<file path="src/v3au_pkg.sv">
package v3au_pkg;

  localparam int FRAC_BITS_DEF = 16;
  localparam int SQRT_STAGES   = 16;

  localparam logic [2:0] OP_SQLEN = 3'd0;
  localparam logic [2:0] OP_LEN   = 3'd1;
  localparam logic [2:0] OP_NORM  = 3'd2;
  localparam logic [2:0] OP_DOT   = 3'd3;
  localparam logic [2:0] OP_CROSS = 3'd4;
  localparam logic [2:0] OP_PERP  = 3'd5;

  localparam logic [1:0] ST_OK    = 2'd0;
  localparam logic [1:0] ST_SMALL = 2'd1;
  localparam logic [1:0] ST_SAT   = 2'd2;

  typedef struct packed {
    logic [2:0]         op;
    logic signed [31:0] a_x;
    logic signed [31:0] a_y;
    logic signed [31:0] a_z;
    logic signed [31:0] b_x;
    logic signed [31:0] b_y;
    logic signed [31:0] b_z;
  } in_t;

  typedef struct packed {
    logic signed [31:0] scalar_out;
    logic signed [31:0] r_x;
    logic signed [31:0] r_y;
    logic signed [31:0] r_z;
    logic [1:0]         status;
  } out_t;

endpackage

</file>
<file path="src/v3au_sqrt.sv">
module v3au_sqrt (
  input  logic        clk,
  input  logic        rst,
  input  logic        in_valid,
  input  logic [63:0] n,
  output logic        out_valid,
  output logic [31:0] root
);
  import v3au_pkg::*;

  localparam int STEPS = 32 / SQRT_STAGES;

  logic [63:0] rem_q [SQRT_STAGES];
  logic [63:0] res_q [SQRT_STAGES];
  logic        vld_q [SQRT_STAGES];

  for (genvar s = 0; s < SQRT_STAGES; s++) begin : g_stage
    logic [63:0] src_rem;
    logic [63:0] src_res;
    logic        src_vld;
    logic [63:0] rem_next;
    logic [63:0] res_next;

    if (s == 0) begin : g_first
      assign src_rem = n;
      assign src_res = 64'd0;
      assign src_vld = in_valid;
    end else begin : g_rest
      assign src_rem = rem_q[s-1];
      assign src_res = res_q[s-1];
      assign src_vld = vld_q[s-1];
    end

    always_comb begin
      logic [63:0] bitv;
      rem_next = src_rem;
      res_next = src_res;
      for (int t = 0; t < STEPS; t++) begin
        bitv = 64'd1 << (62 - 2 * (s * STEPS + t));
        if (rem_next >= res_next + bitv) begin
          rem_next = rem_next - (res_next + bitv);
          res_next = (res_next >> 1) + bitv;
        end else begin
          res_next = res_next >> 1;
        end
      end
    end

    always_ff @(posedge clk) begin
      if (rst) begin
        vld_q[s] <= 1'b0;
      end else begin
        vld_q[s] <= src_vld;
      end
    end

    always_ff @(posedge clk) begin
      rem_q[s] <= rem_next;
      res_q[s] <= res_next;
    end
  end

  assign out_valid = vld_q[SQRT_STAGES-1];
  assign root      = res_q[SQRT_STAGES-1][31:0];

endmodule

</file>
<file path="config.mk">
export PLATFORM = sky130hd
export DESIGN_NAME = v3au_sqrt
export DESIGN_NICKNAME = d
export VERILOG_FILES = /design/src/v3au_pkg.sv /design/src/v3au_sqrt.sv
export SDC_FILE = /design/constraint.sdc
export NUM_CORES = 2
export LEC_CHECK = 0
export BUFFER_PORTS_ARGS = -buffer_cell sky130_fd_sc_hd__buf_2
export CAP_MARGIN = 20
export CORE_UTILIZATION = 45
export CTS_CLUSTER_SIZE = 14
export DETAILED_ROUTE_END_ITERATION = 7
export SLEW_MARGIN = 5
export SYNTH_ARGS = -nofsm -noshare
export SYNTH_HDL_FRONTEND = slang
export SYNTH_SLANG_ARGS = --single-unit
</file>
<file path="constraint.sdc">
create_clock -name clk -period 8.6 [get_ports clk]
set_clock_uncertainty 0.05 [all_clocks]
set_input_delay 1.29 -clock clk [delete_from_list [all_inputs] [get_ports clk]]
set_output_delay 1.29 -clock clk [all_outputs]
set_load 0.005 [all_outputs]
</file>
==> results.sh <==
export IMPL_status="completed"
export IMPL_cts_sinks=1248
export IMPL_maxSlewViolCount=0
export IMPL_worst_setup_path_type="flop to flop"
export IMPL_wl_per_cell_um=19.4
export IMPL_worstSetupEndpointType="flop"
export IMPL_die_h_um=399
export IMPL_fin_nets=9065
export IMPL_place_ws_ns=1.17
export IMPL_total_leakage_power_nw=34.8
export IMPL_yosys_area_top_type_share=0.353
export IMPL_yosysWarnings=0
export IMPL_synth_area_um2=70900
export IMPL_syn_instance_count=8374
export IMPL_drive_gt1_frac=0.0653
export IMPL_postSynth_asyncResetShare=0
export IMPL_die_w_um=399
export IMPL_numCtsBuffers=136
export IMPL_ant_nets=0
export IMPL_cts_setup_buffers=0
export IMPL_grt_overflow=0
export IMPL_syn2layout_area_growth_pct=10.2
export IMPL_final_area_um2=78100
export IMPL_min_path_type="flop to flop"
export IMPL_synth_area_leaders="dfxtp_1 35%, ha_1 10%, xnor2_1 6.5%, a21oi_1 4.8%, xor2_1 3.9%"
export IMPL_worst_slack_ns=0.911
export IMPL_syn_avg_cell_area_um2=8.46
export IMPL_seq_power_share=0.324
export IMPL_first_pass_iters=6
export IMPL_power_density_nw_per_um2=337
export IMPL_max_cap_violations=0
export IMPL_hpwl_um=167000
export IMPL_syn_nets=9014
export IMPL_synth_edf_count=0
export IMPL_clk_pin_slew_ns=0.06
export IMPL_max_slew_margin_rel=0.289
export IMPL_grt_max_degree=55
export IMPL_tns_ns=0
export IMPL_gp_congestion=0.967
export IMPL_p_comb_frac=0.449
export IMPL_initial_utilization=0.454
export IMPL_cts_repair_resized=0
export IMPL_rows=145
export IMPL_cp_arrival_ns=8.30
export IMPL_antenna_cells=0
export IMPL_htreeDepth=4
export IMPL_synth_distinct_cells=108
export IMPL_vias=60500
export IMPL_port_buffers=99
export IMPL_period_needed_ns=7.69
export IMPL_drcViolationCount=0
export IMPL_drt_wl_total_um=206000
export IMPL_ys_seq_area_frac=0.353
export IMPL_required_ns=9.21
export IMPL_p_sw_mw=10.9
export IMPL_grt_antenna_before_repair=1
export IMPL_clockBufferDepth=3
export IMPL_ctsRootBufferMaster="clkbuf_16"
export IMPL_intPower_mw=15.4
export IMPL_post_route_period_util=0.894
export IMPL_crit_path_max_fanout=27
export IMPL_finalHoldViolCount=0
export IMPL_worst_slew_pin_slew_ns=1.05
export IMPL_grt_pass1_vias=58600
export IMPL_clk_latency_ns=0.78
export IMPL_place_area_um2=73300
export IMPL_hold_buffers=0
export IMPL_switching_share=0.414
export IMPL_viasPerCell=5.71
export IMPL_rsz0062_at_grt="no"
export IMPL_cp_start_kind="flop"
export IMPL_p_clk_frac=0.227
export IMPL_die_area_um2=159000
export IMPL_final_util=0.500
export IMPL_first_iter_violations=4577
export IMPL_grtUsageTotal=0.253
export IMPL_setup_violations=0
export IMPL_ys_flop_type="dfxtp_1"
export IMPL_ys_ff_latch=1248
export IMPL_grt_pass1_wl_um=323000
export IMPL_yosysTopAreaCell="dfxtp_1"
export IMPL_io_pins=100
export IMPL_core_area_um2=156000
export IMPL_max_freq_mhz=130
export IMPL_vdd_drop_max_mv=0.287
export IMPL_cts_tree="yes"
-- final timing paths --
kind	start	end	slack [ns]	cells past startpoint
setup / recovery	res_q[1][332]	rem_q[1][447]	0.91	25
hold / removal	rem_q[1][140]	rem_q[1][204]	0.26	0
setup reg to reg	res_q[1][332]	rem_q[1][447]	0.91	25
hold reg to reg	rem_q[1][140]	rem_q[1][204]	0.26	0
-- critical path, cell delays in order, from the launching register on --
cell and delay (ns):
dfxtp_1 0.47, inv_1 0.13, ha_1 0.41, nand4_1 0.18
nor4_1 0.74, nand3_1 0.25, o21ai_0 0.28, a2111oi_4 0.18
nand2_4 0.09, inv_2 0.24, o31ai_1 0.55, ha_1 0.39
a21o_1 0.19, a21o_1 0.17, a21oi_1 0.19, o21a_1 0.19
nand2_1 0.05, o21ai_0 0.30, nor3_1 0.19, o41ai_1 0.65
o21ai_0 0.25, a21o_1 0.25, and3_1 0.25, nor4b_4 0.49
nand4_1 0.18, xor2_1 0.27
-- power by group through the flow --
stage / logic (mW) / clock network (mW) / registers [mW]
6_report: 11.8 / 5.97 / 8.53
5_1_grt: 13.1 / 6.38 / 8.66
4_1_cts: 11.7 / 6.12 / 8.52
3_5_place_dp: 11.6 / 0 / 8.64
3_3_place_gp: 11.5 / 0 / 8.64
2_1_floorplan: 9.22 / 0 / 7.94
-- metal layers --
metal | GRT usage | vias to the layer above | routed length, µm
met4 | 0.0814 | 2 | 6220
li1 | - | 30100 | -
met1 | 0.326 | 28400 | 91000
met5 | 0 | - | 17
met3 | 0.0335 | 352 | 10600
met2 | 0.434 | 1651 | 98100
-- final cells by class --
class	instances	area, µm²
clock inverters	71	963
flip-flops and latches	1248	25000
repair buffers	141	810
inverters	486	1820
clock buffers	175	3750
multi-input cells	6412	43200
fillers	15000	78100
well taps	2058	2570
-- logic make-up after synthesis --
family	after synthesis	synth area share
simple gates	2877	0.208
buf+inv	714	0.0385
flops	1248	0.353
mux	98	0.0152
xor+xnor	836	0.103
compound gates	2028	0.181
fa+ha+maj	573	0.101
-- cell usage in the layout (no fill, tap or decap), types with 207 or more instances in the layout --
master,instances
dfxtp_1,1248
nor2_1,686
a21oi_1,683
nand2_1,679
ha_1,573
xnor2_1,522
inv_1,473
o21ai_0,410
xor2_1,314
a21o_1,288
nor4_1,237
nor3_1,221
nand3_1,207
-- cell usage after synthesis (all sizes together), types with 26 or more instances --
master   number
a21oi       683
o21ai       422
mux2         79
nor4        245
or3          76
and3         65
o211ai       37
and4         36
nor2b       102
nand4       173
inv         483
a31oi        63
ha          573
nand2b       88
nor3b        28
o21bai       60
a2111oi      26
nand3b       27
nand2       680
dfxtp      1248
xnor2       522
or2          48
o21a         95
and2         51
or4          46
buf          57
o31ai        62
nand3       209
a21boi       26
nor3        225
nor4b        34
xor2        314
nor2        689
a21o        289
clkbuf      171
a211oi       43
-- flip-flops by register name, indices dropped and copies added (netlist names) --
| register | cells |
|---|---|
| rem_q | 960 |
| vld_q | 16 |
| res_q | 272 |
-- stage by stage --
stage               hold WS, ns  cells  total power, mW
floorplan                 0.273   8374             17.2
global placement          0.285  10300             20.1
detailed placement        0.286  10300             20.2
CTS                       0.256  10600             26.3
global route              0.269  10600             28.1
finish                    0.257  10600             26.3
(Power assumes the default switching activity.)
