--- config.mk ---
export PLATFORM = sky130hd
export DESIGN_NAME = v3au_div
export DESIGN_NICKNAME = d
export VERILOG_FILES = /design/src/v3au_pkg.sv /design/src/v3au_div.sv
export SDC_FILE = /design/constraint.sdc
export NUM_CORES = 2
export LEC_CHECK = 0
export ABC_AREA = 0
export BUFFER_PORTS_ARGS = -buffer_cell sky130_fd_sc_hd__buf_2
export CORE_ASPECT_RATIO = 1.25
export CORE_MARGIN = 2
export CORE_UTILIZATION = 45
export DETAILED_ROUTE_END_ITERATION = 6
export GPL_TIMING_DRIVEN = 1
export SYNTH_ARGS = -nofsm -noshare
export SYNTH_HDL_FRONTEND = slang
export SYNTH_SLANG_ARGS = --single-unit
--- constraint.sdc ---
create_clock -name clk -period 6.55 [get_ports clk]
set_input_delay 0 -clock clk [delete_from_list [all_inputs] [get_ports clk]]
set_output_delay 0 -clock clk [all_outputs]
set_load 0.01 [all_outputs]
--- src/v3au_pkg.sv ---
package v3au_pkg;

  localparam int FRAC_BITS_DEF = 16;
  localparam int SQRT_STAGES   = 16;

  localparam logic [2:0] OP_SQLEN = 3'd0;
  localparam logic [2:0] OP_LEN   = 3'd1;
  localparam logic [2:0] OP_NORM  = 3'd2;
  localparam logic [2:0] OP_DOT   = 3'd3;
  localparam logic [2:0] OP_CROSS = 3'd4;
  localparam logic [2:0] OP_PERP  = 3'd5;

  localparam logic [1:0] ST_OK    = 2'd0;
  localparam logic [1:0] ST_SMALL = 2'd1;
  localparam logic [1:0] ST_SAT   = 2'd2;

  typedef struct packed {
    logic [2:0]         op;
    logic signed [31:0] a_x;
    logic signed [31:0] a_y;
    logic signed [31:0] a_z;
    logic signed [31:0] b_x;
    logic signed [31:0] b_y;
    logic signed [31:0] b_z;
  } in_t;

  typedef struct packed {
    logic signed [31:0] scalar_out;
    logic signed [31:0] r_x;
    logic signed [31:0] r_y;
    logic signed [31:0] r_z;
    logic [1:0]         status;
  } out_t;

endpackage

--- src/v3au_div.sv ---
module v3au_div #(
  parameter int FRAC_BITS = v3au_pkg::FRAC_BITS_DEF
) (
  input  logic                  clk,
  input  logic                  rst,
  input  logic                  in_valid,
  input  logic [32+FRAC_BITS-1:0] num,
  input  logic [31:0]           den,
  output logic                  out_valid,
  output logic [FRAC_BITS:0]    quo
);
  import v3au_pkg::*;

  localparam int NW = 32 + FRAC_BITS;
  localparam int QW = FRAC_BITS + 1;

  logic [NW-1:0] rem_q [QW];
  logic [31:0]   den_q [QW];
  logic [QW-1:0] quo_q [QW];
  logic          vld_q [QW];

  for (genvar i = 0; i < QW; i++) begin : g_stage
    logic [NW-1:0] src_rem;
    logic [31:0]   src_den;
    logic [QW-1:0] src_quo;
    logic          src_vld;
    logic [NW-1:0] trial;
    logic [NW-1:0] rem_next;
    logic [QW-1:0] quo_next;

    if (i == 0) begin : g_first
      assign src_rem = num;
      assign src_den = den;
      assign src_quo = '0;
      assign src_vld = in_valid;
    end else begin : g_rest
      assign src_rem = rem_q[i-1];
      assign src_den = den_q[i-1];
      assign src_quo = quo_q[i-1];
      assign src_vld = vld_q[i-1];
    end

    assign trial = NW'(src_den) << (FRAC_BITS - i);

    always_comb begin
      rem_next = src_rem;
      quo_next = src_quo;
      if (src_rem >= trial) begin
        rem_next = src_rem - trial;
        quo_next[FRAC_BITS-i] = 1'b1;
      end
    end

    always_ff @(posedge clk) begin
      if (rst) begin
        vld_q[i] <= 1'b0;
      end else begin
        vld_q[i] <= src_vld;
      end
    end

    always_ff @(posedge clk) begin
      rem_q[i] <= rem_next;
      den_q[i] <= src_den;
      quo_q[i] <= quo_next;
    end
  end

  assign out_valid = vld_q[QW-1];
  assign quo       = quo_q[QW-1];

endmodule

==> flow_summary_export.csv <==
group,metric,value,unit
synthesis,yosys_register_bits,1450,
synthesis,syn_area,68200,um2
global_route,grt_pass1_wl,284.1,mm
worst_setup_path,worst-setup-path-type,"in2reg",
synthesis,syn-mean-instance-area,8.908,um2
cells_and_area,drive_above_1_share,0.07083,
timing,layout_min_cycle_time,4.697,ns
clock_network,cts.sinks,1450,
worst_setup_path,worstSetupStartpointType,"input pin",
pwr,cellPowerDensity,520.5,nW/um2
clock_network,cts_tree,"built",
global_route,antenna_found_initial,3,
pwr,p_total,40510,uW
synthesis,yosys.area.top_type,"dfxtp_1",
cells_and_area,fill_cells,13988,
floorplanning,num_rows,159,
synthesis,synth_cells,7656,
synthesis,synth_compound_area_frac,0.1918,
placed_design,place_ws,1.962,ns
synthesis,synth_area_leaders,"dfxtp_1 (43%), ha_1 (10%), a21oi_1 (4.6%), o21ai_0 (4.3%), xnor2_1 (3.9%)",
timing,rsz0062_at_grt,"no",
synthesis,synth_cell_types,86,
pwr,peakVddDrop,0.0002811,V
floorplanning,die_width,352.2,um
routing,vias,53571,
timing,setup_viol,0,
cells_and_area,syn_to_final_growth,14.12,%
synthesis,yosys-mux-area-fraction,0.01858,
worst_setup_path,critPathMaxFanout,33,
worst_setup_path,end_kind,"flop",
timing,max_slew_margin,0.1026,
cells_and_area,layout_commonest_cell,"dfxtp_1",
synthesis,synth_top_family_by_area,"compound AO/OA/AOI/OAI gates",
cells_and_area,nets,8535,
placed_design,place_inst,9571,
synthesis,async_flop_share,0,
clock_network,worstSkewPairLatency,0.81,ns
clock_network,numCtsBuffers,152,
synthesis,syn_nets,8299,
timing,worst_pin_slew,1.334,ns
timing,setup_ws,1.853,ns
global_route,grt_remaining_overflow,0,
clock_network,post_cts_resized,0,
routing,drt_iter0_drc,2240,
synthesis,ys_warn_count,0,
timing,fin_crit_sh,0.7171,
routing,routed_wl,180.6,mm
placed_design,place_hpwl,144.1,mm
floorplanning,core_area,150400,um2
timing,fin_skew,0.03124,ns
pwr,leakagePower,0.03447,uW
routing,drt.antenna.violating_nets,0,
synthesis,synth_fa_ha_area_frac,0.1045,
global_route,grt_usage,0.2301,
synthesis,synth-simple-area-share,0.1379,
floorplanning,die_h,439.3,um
status,status,"finished, final reports clean",
synthesis,synth_ff_type,"dfxtp_1",
global_route,grt_max_degree,66,
timing,finalHoldViolations,0,
floorplanning,start_util,0.4535,
synthesis,synth_top_area_frac,0.4256,
clock_network,cts-root-buf,"clkbuf_16",
routing,vias_per_cell,5.336,
clock_network,cts_max_level,4,
timing,fmax,212.9,MHz
floorplanning,die_area,154700,um2
routing,first_pass_iters,5,
hold_path,worstHoldPathType,"in2reg",
synthesis,synth-edff-count,0,
floorplanning,io_pins,101,
placed_design,portBuffers,100,
clock_network,cts_buffer_depth,3,
routing,remaining_drc_errors,0,
worst_setup_path,worstPathRequired,7.25,ns
worst_setup_path,arrival,5.39,ns
cells_and_area,stdcell_count,10040,
clock_network,path_clk_slew,0.07,ns
timing,tns,0,ns
synthesis,synth-xor-area-share,0.07012,
global_route,grt_pass1_vias,56064,
placed_design,gp_congestion,0.9344,
clock_network,post_cts_buffers,0,
timing,slew_violations,0,
cells_and_area,utilization,0.5175,
flow_run,maxCapViolCount,0,
synthesis,synth-seq-area-share,0.4256,
routing,wl_per_cell,17.99,um
cells_and_area,most-common-layout-cells,"dfxtp_1 (1450), inv_1 (685), nand2_1 (670)",
==> registers in the layout, indices dropped and copies added, names as in the netlist <==
| name | flops |
|---|---|
| rem_q | 768 |
| vld_q | 17 |
| den_q | 512 |
| quo_q | 153 |
==> metrics by stage <==
| step | hold WS (ns) | area (um2) |
|---|---|---|
| after floorplan | 0.02772 | 68200 |
| after global placement | 0.1182 | 70720 |
| after global routing | 0.08372 | 77830 |
| after CTS | 0.02419 | 77810 |
| after detailed placement | 0.1177 | 70730 |
| final | 0.1014 | 77830 |
==> report_power, final <==
group	internal (uW)	total [uW]	switching (uW)
registers	11400	13000	1520
logic	7820	18700	10900
clock network	5200	8880	3680
total	24500	40500	16100
==> worst max-delay path, cell delays in order <==
cell	delay (ns)
dlygate4sd3_1	0.54
buf_2	0.12
dlygate4sd3_1	0.56
inv_1	0.10
ha_1	0.21
fa_1	0.23
nor2b_1	0.08
o31a_1	0.28
o31ai_1	0.64
a211oi_1	0.26
nor3_1	0.42
o31ai_1	0.14
a21oi_1	0.27
o21a_1	0.16
buf_4	0.41
mux2_2	0.40
dlygate4sd3_1	0.55
==> logic make-up (layout without fill, tap and decap cells) <==
kind of cell | count (synthesis) | in the layout
xor gates and xnor gates | 546 | 546
and+or+nand+nor | 1940 | 1940
muxes | 114 | 114
other | 0 | 9
AOI/OAI and AO/OA | 2123 | 2123
buffers and inverters | 923 | 1286
DFF | 1450 | 1450
adders and majority gates | 560 | 560
==> cells in the mapped netlist (11+ instances only) <==
library cell / number
xor2_1: 245
mux2i_1: 13
inv_1: 685
nand3_1: 110
nand3b_1: 13
nor2_1: 432
buf_1: 16
o22ai_1: 12
a31oi_1: 75
o21ai_0: 585
o2111ai_1: 20
nor4_1: 76
clkbuf_1: 208
o21bai_1: 81
fa_1: 16
nor2b_1: 84
a2111oi_0: 26
o211ai_1: 47
or4_1: 30
a21o_1: 269
mux2_2: 101
nor3_1: 96
xnor2_1: 301
a221oi_1: 11
and2_1: 27
and3_1: 53
and4_1: 20
or3_1: 50
a311oi_1: 12
dfxtp_1: 1450
nand2_1: 671
a21oi_1: 632
nand4b_1: 15
o31ai_1: 57
a211oi_1: 58
ha_1: 544
nand4_1: 111
o31a_1: 15
a21boi_0: 22
a31o_2: 11
or2_2: 22
nor4b_1: 29
nand2b_1: 74
o21a_1: 84
==> area by class of cell <==
| cell class | count | area (um2) | share of cell area |
|---|---|---|---|
| Multi-Input combinational cell | 5283 | 35760 | 0.4594 |
| Sequential cell | 1450 | 29030 | 0.3730 |
| Clock buffer | 209 | 4318 | 0.05548 |
| Timing Repair Buffer | 318 | 2635 | 0.03386 |
| Inverter | 687 | 2579 | 0.03313 |
| Tap cell | 2012 | 2517 | 0.03234 |
| Clock inverter | 72 | 972.2 | 0.01249 |
| Antenna cell | 9 | 22.52 | 0.0002894 |
==> per-layer routing <==
| metal | GRT usage | wire (um) | vias up |
|---|---|---|---|
| met1 | 0.1860 | 58660 | 24700 |
| met4 | 0.1676 | 13960 | 0 |
| met2 | 0.4919 | 103800 | 1060 |
| met5 | 0 | 0 | - |
| met3 | 0.02656 | 4235 | 608 |
| li1 | - | - | 27203 |
==> final timing paths <==
check	from	cells after the start	slack, ns	to
min reg2reg	quo_q[0][243]	0	0.32	quo_q[0][260]
max	num[16]	17	1.85	rem_q[0][18]
max reg2reg	rem_q[0][485]	13	2.01	rem_q[0][575]
min	rst	3	0.10	vld_q[3]
==> what timing repair did <==
| action | CTS | global route |
|---|---|---|
| endpoints found under the hold margin | 97 | 0 |
| setup endpoints to repair | 0 | 0 |
| hold buffers | 179 | 0 |
No activity file was read; power rests on OpenSTA's default activity.
